==> config.mk <==
export PLATFORM = sky130hd
export DESIGN_NAME = finite_automaton_pattern_search_flat
export DESIGN_NICKNAME = d
export VERILOG_FILES = /design/src/sv/fapm_pkg.sv /design/src/sv/fapm_in_if.sv /design/src/sv/fapm_out_if.sv /design/src/sv/fapm_cell.sv /design/src/sv/finite_automaton_pattern_search.sv /design/src/flat_wrapper.sv
export SDC_FILE = /design/constraint.sdc
export NUM_CORES = 1
export LEC_CHECK = 0
export ABC_AREA = 1
export BUFFER_PORTS_ARGS = -buffer_cell sky130_fd_sc_hd__buf_2
export CORE_AREA = 8 8 207 209
export DETAILED_ROUTE_END_ITERATION = 16
export DIE_AREA = 0 0 215 217
export GPL_ROUTABILITY_DRIVEN = 0
export PLACE_DENSITY_LB_ADDON = 0.25
export SLEW_MARGIN = 25
export SYNTH_ARGS = -nofsm -noshare
export SYNTH_HDL_FRONTEND = slang
export SYNTH_SLANG_ARGS = --single-unit
export TNS_END_PERCENT = 30
==> constraint.sdc <==
create_clock -name i_clk -period 4 [get_ports i_clk]
set_clock_uncertainty 0.05 [all_clocks]
set_input_delay 0.8 -clock i_clk [delete_from_list [all_inputs] [get_ports i_clk]]
set_output_delay 0.8 -clock i_clk [all_outputs]
set_load 0.01 [all_outputs]
==> src/sv/fapm_pkg.sv <==
// shared constants and types for the pattern search block
package fapm_pkg;

    localparam int MAX_PATTERN = 32;
    localparam int IDX_W       = $clog2(MAX_PATTERN);
    localparam int LEN_W       = $clog2(MAX_PATTERN + 1);
    localparam int SYM_W       = 8;
    localparam int POS_W       = 16;

    localparam logic CMD_LOAD = 1'b0;
    localparam logic CMD_SCAN = 1'b1;

    typedef struct packed {
        logic             scan;
        logic             clear;
        logic [SYM_W-1:0] symbol;
    } t_cell_ctl;

endpackage

==> src/sv/fapm_in_if.sv <==
// input channel: command, pattern index, symbol and text start flag
interface fapm_in_if;
    import fapm_pkg::*;

    logic             valid;
    logic             ready;
    logic             command;
    logic [IDX_W-1:0] pattern_index;
    logic [SYM_W-1:0] symbol;
    logic             first_of_text;

    modport source (output valid, command, pattern_index, symbol, first_of_text,
                    input ready);
    modport sink   (input valid, command, pattern_index, symbol, first_of_text,
                    output ready);
endinterface

==> src/sv/fapm_out_if.sv <==
// result channel: match flag, match start and automaton state
interface fapm_out_if;
    import fapm_pkg::*;

    logic             valid;
    logic             ready;
    logic             match_found;
    logic [POS_W-1:0] match_start;
    logic [LEN_W-1:0] automaton_state;

    modport source (output valid, match_found, match_start, automaton_state,
                    input ready);
    modport sink   (input valid, match_found, match_start, automaton_state,
                    output ready);
endinterface

==> src/sv/fapm_cell.sv <==
// one pattern position: stored byte and its prefix-match bit
module fapm_cell (
    input  logic                        i_clk,
    input  logic                        i_rst_n,
    input  fapm_pkg::t_cell_ctl         i_ctl,
    input  logic                        i_wr,
    input  logic                        i_active,
    input  logic                        i_prev,
    output logic                        o_bit,
    output logic                        o_next
);
    import fapm_pkg::*;

    logic [SYM_W-1:0] r_byte;
    logic             r_bit;
    logic             n_bit;

    // prefix ending here extends the prefix one shorter held by the left neighbor
    always_comb begin
        n_bit = i_active && i_prev && (r_byte == i_ctl.symbol);
    end

    always_ff @(posedge i_clk) begin
        if (!i_rst_n) begin
            r_bit <= 1'b0;
        end else if (i_ctl.clear) begin
            r_bit <= 1'b0;
        end else if (i_ctl.scan) begin
            r_bit <= n_bit;
        end
    end

    always_ff @(posedge i_clk) begin
        if (i_wr) begin
            r_byte <= i_ctl.symbol;
        end
    end

    assign o_bit  = r_bit;
    assign o_next = n_bit;
endmodule

==> src/sv/finite_automaton_pattern_search.sv <==
// Single-pattern byte stream search built from a row of match cells.
// Input channel i_in carries one beat per item: command selects a pattern
// load (writes symbol at pattern_index, clears the match state, no result)
// or a text scan (one result beat on o_out). first_of_text on a scan
// restarts the match state and the text position before that byte.
// i_cfg_we/i_cfg_wdata set the pattern length; write it only while idle.
// Each scan updates every cell at once, so one beat is accepted per cycle
// while i_in.ready is high. A scan is captured by the cell row and a
// snapshot register together, then goes through a priority encoder into the
// output register. o_out reports the longest matched prefix, a match flag and the
// match start position modulo 65536.
// Reset clears the match bits, the text position and the output stage and
// sets the pattern length to 1; pattern bytes must be loaded before use.
// When the receiver holds ready low the result and snapshot registers fill
// and i_in.ready drops; nothing is lost and the cells hold their state.
module finite_automaton_pattern_search (
    input  logic                         i_clk,
    input  logic                         i_rst_n,
    fapm_in_if.sink                      i_in,
    fapm_out_if.source                   o_out,
    input  logic                         i_cfg_we,
    input  logic [fapm_pkg::LEN_W-1:0]   i_cfg_wdata
);
    import fapm_pkg::*;

    logic [LEN_W-1:0]       r_len;
    logic [LEN_W-1:0]       eff_len;
    logic [POS_W-1:0]       r_pos;
    logic [POS_W-1:0]       here;

    logic                   accept;
    logic                   s1_adv;
    logic                   s2_adv;
    t_cell_ctl              ctl;

    logic [MAX_PATTERN-1:0] bits;
    logic [MAX_PATTERN-1:0] next_bits;
    logic [MAX_PATTERN-1:0] prev;

    logic                   r_s1_valid;
    logic [MAX_PATTERN-1:0] r_s1_vec;
    logic [POS_W-1:0]       r_s1_pos;
    logic [LEN_W-1:0]       r_s1_len;

    logic [LEN_W-1:0]       best;
    logic [LEN_W-1:0]       last_k;
    logic                   found;

    logic                   r_out_valid;
    logic                   r_out_found;
    logic [POS_W-1:0]       r_out_start;
    logic [LEN_W-1:0]       r_out_state;

    always_comb begin
        if (r_len == '0) begin
            eff_len = LEN_W'(1);
        end else if (r_len > LEN_W'(MAX_PATTERN)) begin
            eff_len = LEN_W'(MAX_PATTERN);
        end else begin
            eff_len = r_len;
        end
    end

    assign s2_adv     = !r_out_valid || o_out.ready;
    assign s1_adv     = !r_s1_valid || s2_adv;
    assign i_in.ready = s1_adv;
    assign accept     = i_in.valid && s1_adv;

    assign ctl.scan   = accept && (i_in.command == CMD_SCAN);
    assign ctl.clear  = accept && (i_in.command == CMD_LOAD);
    assign ctl.symbol = i_in.symbol;

    assign here = i_in.first_of_text ? '0 : r_pos;

    for (genvar k = 0; k < MAX_PATTERN; k++) begin : g_cell
        if (k == 0) begin : g_head
            assign prev[k] = 1'b1;
        end else begin : g_body
            assign prev[k] = bits[k-1] && !i_in.first_of_text;
        end

        fapm_cell u_cell (
            .i_clk    (i_clk),
            .i_rst_n  (i_rst_n),
            .i_ctl    (ctl),
            .i_wr     (ctl.clear && (i_in.pattern_index == IDX_W'(k))),
            .i_active (LEN_W'(k) < eff_len),
            .i_prev   (prev[k]),
            .o_bit    (bits[k]),
            .o_next   (next_bits[k])
        );
    end

    always_ff @(posedge i_clk) begin
        if (!i_rst_n) begin
            r_len <= LEN_W'(1);
            r_pos <= '0;
        end else begin
            if (i_cfg_we) begin
                r_len <= i_cfg_wdata;
            end
            if (ctl.scan) begin
                r_pos <= here + POS_W'(1);
            end
        end
    end

    // snapshot of the updated match vector for the encoder stage
    always_ff @(posedge i_clk) begin
        if (!i_rst_n) begin
            r_s1_valid <= 1'b0;
        end else if (s1_adv) begin
            r_s1_valid <= ctl.scan;
        end
    end

    always_ff @(posedge i_clk) begin
        if (s1_adv && ctl.scan) begin
            r_s1_vec <= next_bits;
            r_s1_pos <= here;
            r_s1_len <= eff_len;
        end
    end

    // bits at or above the length are already zero, so the top set bit wins
    always_comb begin
        best = '0;
        for (int k = 0; k < MAX_PATTERN; k++) begin
            if (r_s1_vec[k]) begin
                best = LEN_W'(k + 1);
            end
        end
        last_k = r_s1_len - LEN_W'(1);
        found  = r_s1_vec[last_k[IDX_W-1:0]];
    end

    always_ff @(posedge i_clk) begin
        if (!i_rst_n) begin
            r_out_valid <= 1'b0;
        end else if (s2_adv) begin
            r_out_valid <= r_s1_valid;
        end
    end

    always_ff @(posedge i_clk) begin
        if (s2_adv && r_s1_valid) begin
            r_out_found <= found;
            r_out_start <= found ? (r_s1_pos + POS_W'(1) - POS_W'(r_s1_len)) : '0;
            r_out_state <= best;
        end
    end

    assign o_out.valid           = r_out_valid;
    assign o_out.match_found     = r_out_found;
    assign o_out.match_start     = r_out_start;
    assign o_out.automaton_state = r_out_state;
endmodule

==> src/flat_wrapper.sv <==
// flat-port wrapper written by rule: the top's interface ports become plain ports
module finite_automaton_pattern_search_flat import fapm_pkg::*;
  (i_clk, i_rst_n, i_cfg_we, i_cfg_wdata, i_in_valid, i_in_command, i_in_pattern_index, i_in_symbol, i_in_first_of_text, i_in_ready, o_out_valid, o_out_match_found, o_out_match_start, o_out_automaton_state, o_out_ready);
  fapm_in_if i_in_i ();
  fapm_out_if o_out_i ();
  input  logic i_clk;
  input  logic i_rst_n;
  input  logic i_cfg_we;
  input  logic [fapm_pkg::LEN_W-1:0] i_cfg_wdata;
  input wire logic [$bits(i_in_i.valid)-1:0] i_in_valid;
  input wire logic [$bits(i_in_i.command)-1:0] i_in_command;
  input wire logic [$bits(i_in_i.pattern_index)-1:0] i_in_pattern_index;
  input wire logic [$bits(i_in_i.symbol)-1:0] i_in_symbol;
  input wire logic [$bits(i_in_i.first_of_text)-1:0] i_in_first_of_text;
  output wire logic [$bits(i_in_i.ready)-1:0] i_in_ready;
  output wire logic [$bits(o_out_i.valid)-1:0] o_out_valid;
  output wire logic [$bits(o_out_i.match_found)-1:0] o_out_match_found;
  output wire logic [$bits(o_out_i.match_start)-1:0] o_out_match_start;
  output wire logic [$bits(o_out_i.automaton_state)-1:0] o_out_automaton_state;
  input wire logic [$bits(o_out_i.ready)-1:0] o_out_ready;
  assign i_in_i.valid = i_in_valid;
  assign i_in_i.command = i_in_command;
  assign i_in_i.pattern_index = i_in_pattern_index;
  assign i_in_i.symbol = i_in_symbol;
  assign i_in_i.first_of_text = i_in_first_of_text;
  assign i_in_ready = i_in_i.ready;
  assign o_out_valid = o_out_i.valid;
  assign o_out_match_found = o_out_i.match_found;
  assign o_out_match_start = o_out_i.match_start;
  assign o_out_automaton_state = o_out_i.automaton_state;
  assign o_out_i.ready = o_out_ready;
  finite_automaton_pattern_search u_core (.i_clk(i_clk), .i_rst_n(i_rst_n), .i_in(i_in_i), .o_out(o_out_i), .i_cfg_we(i_cfg_we), .i_cfg_wdata(i_cfg_wdata));
endmodule
After elaboration in Yosys (flattened, before gate mapping)
Cells that the tools add are included.
{"block": "word_totals", "mem_bits_rw": 0, "output_inout_bits": 25, "register_bits": 388, "n_memories": 0, "latchBits": 0, "rom_bits": 0, "input_bits": 26, "elab_cells": 351}
{"block": "classes", "bitwise_logic": 2, "mul": 0, "addsub": 4, "n_div": 0, "n_reduce_logical": 139, "n_eq_ne": 63, "mux": 36, "magnitude_cmp": 34, "shift": 0}
{"op": "equality test 8 bit", "n": 32}
{"op": "logical AND 1 bit", "n": 131}
{"op": "less-than comparator 5 x 6 -> 1 bit, first input constant", "n": 16}
{"op": "equality test 5 bit, second input constant", "n": 16}
{"op": "2-to-1 mux 5 bit", "n": 16}
{"op": "less-than comparator 4 x 6 -> 1 bit, first input constant", "n": 8}
{"op": "equality test 5 x 4 -> 1 bit, second input constant", "n": 8}
{"op": "adder 16 x 1 -> 16 bit, second input constant", "n": 2}
{"op": "2-to-1 mux 4 bit", "n": 8}
{"op": "less-than comparator 3 x 6 -> 1 bit, first input constant", "n": 4}
{"op": "equality test 5 x 3 -> 1 bit, second input constant", "n": 4}
{"op": "2-to-1 mux 16 bit", "n": 1}
{"op": "subtractor 16 x 6 -> 16 bit", "n": 1}
{"op": "less-than comparator 1 x 6 -> 1 bit, first input constant", "n": 2}
{"op": "less-than comparator 2 x 6 -> 1 bit, first input constant", "n": 2}
{"op": "2-to-1 mux 3 bit", "n": 4}
{"op": "2-to-1 mux 6 bit", "n": 2}
{"op": "equality test 5 x 2 -> 1 bit, second input constant", "n": 2}
{"op": "> comparator 6 bit, second input constant", "n": 1}
{"op": "logical NOT 6 bit", "n": 1}
{"op": "less-than comparator 5 x 6 -> 1 bit, second input constant", "n": 1}
{"op": "binary-select mux 1 bit (select 5 bit)", "n": 1}
{"op": "equality test 5 x 1 -> 1 bit, second input constant", "n": 1}
{"op": "logical NOT 5 bit", "n": 1}
{"op": "7 further kinds", "n": 13}

Logic depth before layout (Yosys ltp)
{"block": "depth", "ltp_word": 31, "mapped_depth": 31, "ltp_nobuf": 31}

Modules after synthesis
Synthesis repeated with hierarchy kept, for this count alone.
{"block": "hier_totals", "cells_unflattened": 2468, "hier_area_um2": 20571.0}
{"module": "fapm_cell", "cells_per_inst": 54, "seq_area_each_um2": 260.2, "area_each_um2": 461.7, "instances": 32}
{"module": "finite_automaton_pattern_search", "cells_per_inst": 740, "seq_area_each_um2": 2792.7, "area_each_um2": 5796.8, "instances": 1}

Worst setup path after synthesis
OpenSTA, ideal clock, no wires.
{"block": "synth_path", "path_kind": "input to register", "startpoint": "in o_out_ready", "endpoint": "reg u_core.r_s1_len[0], enable pin", "n_path_buf": 1, "setup_time_ns": 0.439, "cell_stages": 7, "arrival_ns": 3.010, "t_required_ns": 3.511, "path_slack_ns": 0.501, "path_cell_list": "inv_1 > nand2_1 > nor2_1 > inv_1 > nand3_1 > inv_1 > buf_1"}
{"block": "synth_between", "elab_chain_cells": 5}
{"element": "start, declared", "line_no": "flat_wrapper.sv:20", "rtl": "input wire logic [$bits(o_out_i.ready)-1:0] o_out_ready;"}
{"element": "logical OR 1 bit (*)", "line_no": "finite_automaton_pattern_search.sv:64", "rtl": "assign s2_adv = !r_out_valid || o_out.ready;"}
{"element": "logical OR 1 bit (*)", "line_no": "finite_automaton_pattern_search.sv:65", "rtl": "assign s1_adv = !r_s1_valid || s2_adv;"}
{"element": "via i_in_ready", "line_no": "flat_wrapper.sv:15", "rtl": "output wire logic [$bits(i_in_i.ready)-1:0] i_in_ready;"}
{"element": "logical AND 1 bit", "line_no": "finite_automaton_pattern_search.sv:67", "rtl": "assign accept = i_in.valid && s1_adv;"}
{"element": "logical AND 1 bit", "line_no": "finite_automaton_pattern_search.sv:69", "rtl": "assign ctl.scan = accept && (i_in.command == CMD_SCAN);"}
{"element": "logical AND 1 bit (*)", "line_no": "finite_automaton_pattern_search.sv:118", "rtl": "if (s1_adv && ctl.scan) begin"}
{"element": "end signal, assigned", "line_no": "finite_automaton_pattern_search.sv:121", "rtl": "r_s1_len <= eff_len;"}
{"element": "end, declared", "line_no": "finite_automaton_pattern_search.sv:43", "rtl": "logic [LEN_W-1:0] r_s1_len;"}
The timed path passes the listed nets; every way through them passes the cells marked *.
A chain may end at the register's enable or synchronous reset.

Worst setup path in the final report
{"block": "layout_path", "startpoint": "reg u_core.r_s1_len[1]", "endpoint": "reg u_core.r_out_start[15] (netlist: u_core.o_out.match_start[15]) (data pin)"}
{"block": "layout_between", "elab_chain_cells": 3, "word_cells_on_any_way": 4, "cone_classes": "add/sub (2); mux (2)"}
{"element": "subtractor 5 x 1 -> 5 bit", "line_no": "finite_automaton_pattern_search.sv:133", "rtl": "last_k = r_s1_len - LEN_W'(1);"}
{"element": "binary-select mux 1 bit (select 5 bit)", "line_no": "finite_automaton_pattern_search.sv:134", "rtl": "found = r_s1_vec[last_k[IDX_W-1:0]];"}
{"element": "2-to-1 mux 1 bit (implied by the code)", "line_no": "finite_automaton_pattern_search.sv:134"}
{"element": "end signal, assigned", "line_no": "finite_automaton_pattern_search.sv:148", "rtl": "r_out_start <= found ? (r_s1_pos + POS_W'(1) - POS_W'(r_s1_len)) : '0;"}
{"element": "end, declared", "line_no": "finite_automaton_pattern_search.sv:51", "rtl": "logic [POS_W-1:0] r_out_start;"}
Parallel ways exist; a longest one is shown, timed or not. The select of a mux whose other input is x is not followed.

==> impl_metrics.yaml <==
routing:
  wl_um: 44000
  first_iter_violations: 1079
  wl_per_cell_um: 19.7
  dr.pass1.iters: 5
  vias_per_cell: 5.37
  drc: 0
  ant_nets: 0
  via_count: 11997
power:
  powerDensity_nw_per_um2: 444
  leakage_uw: 0.00729
  ir_drop_mv: 0.340
run:
  cap_viol_max_count: 0
critical_path:
  crit_end: "u_core.o_out.match_start[15]"
  reg2reg_slack_ns: 0.75
  reg2reg_to: "u_core.o_out.match_start[15]"
  cp_max_fo: 3
  worst_setup_path_start_kind: "flop"
  arrival_ns: 3.50
  reg2reg_from: "u_core.r_s1_len[1]"
  end_kind: "flop"
  path_class: "flop to flop"
  rr_worst_depth: 22
  worstPathRequired_ns: 4.25
  cp-startpoint: "u_core.r_s1_len[1]"
floorplan:
  initial_core_util_pct: 44.3
  die_x_um: 215
  ios: 51
  fp.dieH_um: 217
  core_sq_um: 39500
  num_rows: 73
  die_area_sq_um: 46700
layout:
  drive_gt1_share_pct: 11.0
  nNetsFinal: 1722
  syn_to_final_growth_pct: 14.2
  fill_cells: 3531
  regArea_sq_um: 11100
  multi_input_area_sq_um: 5450
clock_network:
  clkLatencyLatePin_ns: 0.55
  cts_resized: 0
  htreeDepth: 2
  cts_root_buffer: "clkbuf_16"
  tritoncts.num_buffers: 42
  cts_tree: "done"
  cts_setup_buffers: 0
  clock_path_buffers: 3
  clock_sinks: 388
  clk_pin_slew_worst_paths_ns: 0.06
  cts.hold.buffers_added: 0
yosys:
  ys.flop_type: "edfxtp_1"
  syn-instance-count: 1593
  yosysWarnings: 0
  synth.yosys.seq_area_share_pct: 63.5
  avgSynthCellArea_sq_um: 11.0
  synth_nets: 1642
  synth_edf_count: 333
  ys_types: 49
  ys_seq_elements: 388
  synth_area_sq_um: 17500
  async_flop_share_pct: 0
timing:
  relSlewSlack_pct: 48.7
  maxSlewViolCount: 0
  rsz0062_at_grt: "false"
  fin_crit_sh_pct: 81.3
  tightest_slew_ns: 0.769
  fmaxAchievable_mhz: 307
  period_needed_ns: 3.25
  hold_viol: 0
  layout_setup_ws_ns: 0.747
  finalSetupTns_ns: 0
  setup_viol_count_final: 0
worst_hold_path:
  hold_path.class: "flop to flop"
  hold_path.startpoint: "u_core.g_cell[8].u_cell.o_bit"
grt:
  grt_max_degree: 96
  antenna_found_initial: 2
  grt_pass1_vias: 11619
  grt.total_usage_pct: 18.6
  grt_pass1_wl_um: 67800
  overflow: 0
placement:
  dp_hpwl_um: 28800
  place_ws_ns: 0.779
  io_buffers: 50
status:
  status: "complete, no violations"
## how the worst min path moves through the flow
stage / to / cells past startpoint
2_1_floorplan: u_core.g_cell[8].u_cell.o_bit / 2
3_3_place_gp: u_core.g_cell[8].u_cell.o_bit / 2
3_5_place_dp: u_core.g_cell[8].u_cell.o_bit / 2
4_1_cts: u_core.g_cell[8].u_cell.o_bit / 2
5_1_grt: u_core.g_cell[1].u_cell.o_bit / 2
6_report: u_core.g_cell[8].u_cell.o_bit / 2
## sequential cells by signal, indices dropped and copies added (netlist names)
name                          count
u_core.g_cell.u_cell.o_bit       31
u_core.g_cell.u_cell.r_byte     256
u_core.o_out.automaton_state      6
u_core.o_out.match_found          1
u_core.o_out.match_start         16
u_core.o_out.valid                1
u_core.r_len                      6
u_core.r_pos                     16
u_core.r_s1_len                   6
u_core.r_s1_pos                  16
u_core.r_s1_valid                 1
u_core.r_s1_vec                  32
## through the flow
| step | hold WS [ns] | area (sq um) | cells | util, % | total power (uW) |
|---|---|---|---|---|---|
| 2_1_floorplan | 0.386 | 17500 | 1593 | - | 4960 |
| 3_3_place_gp | 0.403 | 18600 | 2154 | 47.2 | 5220 |
| 3_5_place_dp | 0.405 | 18600 | 2154 | 47.2 | 5230 |
| 4_1_cts | 0.414 | 20000 | 2231 | 50.6 | 8950 |
| 5_1_grt | 0.448 | 20000 | 2231 | 50.6 | 9160 |
| 6_report | 0.415 | 20000 | 2233 | 50.6 | 8870 |
## kinds of logic (layout without fill, tap and decap cells)
logic type | after synthesis | count (layout) | share of synthesized area [%]
buffers and inverters | 249 | 362 | 5.42
AOI/OAI and AO/OA | 322 | 322 | 11.5
adders and majority gates | 23 | 23 | 1.69
other | 0 | 2 | 0
xor gates and xnor gates | 120 | 120 | 6.01
and+or+nand+nor | 491 | 491 | 11.8
DFF | 388 | 388 | 63.5
## Yosys cell counts, types with 4 or more instances
library cell | instances | area (sq um)
a2111oi_0 | 9 | 78.8
nand3_1 | 40 | 200
o21ai_0 | 98 | 490
o211ai_1 | 11 | 82.6
a21oi_1 | 83 | 415
nand4_1 | 13 | 81.3
nor2_1 | 193 | 724
inv_2 | 4 | 15.0
o21ba_2 | 4 | 40.0
ha_1 | 22 | 275
edfxtp_1 | 333 | 10000
nand2_1 | 177 | 664
clkbuf_1 | 37 | 139
inv_1 | 175 | 657
buf_2 | 11 | 55.1
nor4_1 | 26 | 163
o21a_1 | 6 | 45.0
nor3_1 | 26 | 130
a221oi_1 | 18 | 158
buf_1 | 20 | 75.1
o22ai_1 | 33 | 206
or2_2 | 8 | 50.1
xnor2_1 | 31 | 272
xor2_1 | 89 | 780
dfxtp_1 | 55 | 1100
a22o_1 | 6 | 52.6
o2111ai_1 | 18 | 158
a211oi_1 | 15 | 113
## cells in the final DEF (no fill, tap or decap), types with 47 or more instances in the layout
master      n
xor2_1     89
dfxtp_1    55
buf_4      47
inv_1     174
o21ai_0    98
a21oi_1    82
buf_2      50
nand2_1   177
edfxtp_1  333
nor2_1    193
## routing by layer
metal	global-route usage (%)	up-vias	share of wire [%]	wire length, um
li1	-	5779	-	-
met1	24.9	5728	43	19000
met2	29.6	412	46	20000
met3	3.91	76	8.1	3580
met4	7.13	2	3.1	1360
met5	0	-	0.018	8
## power breakdown
group / switching (uW) / leakage, uW / internal (uW)
Sequential: 33.1 / 0.00351 / 4460
Clock: 1530 / 0.000648 / 2200
Combinational: 457 / 0.00313 / 200
## worst max-delay path, cell delays in order (launching register included)
cell	delay, ns
edfxtp_1	0.39
ha_1	0.29
inv_1	0.04
ha_1	0.20
inv_1	0.07
fa_1	0.16
inv_1	0.06
a21oi_1	0.12
nor2_1	0.06
nor2_1	0.09
nor2_1	0.06
o21ai_0	0.15
nand2_1	0.10
a31oi_1	0.23
nor2_1	0.06
o21ai_0	0.15
nand2_1	0.11
nand3_1	0.09
nand2_1	0.09
a21oi_1	0.14
o21bai_1	0.08
o21ai_0	0.15
a21oi_1	0.05
## final cells by class
class,count,share of cell area (%)
Clock buffer,68,6.26
Inverter,181,3.41
Tap cell,525,3.29
Timing Repair Buffer,104,3.72
Multi-Input combinational cell,956,27.3
Clock inverter,9,0.395
Antenna cell,2,0.0251
Sequential cell,388,55.6
(Power assumes the default switching activity.)
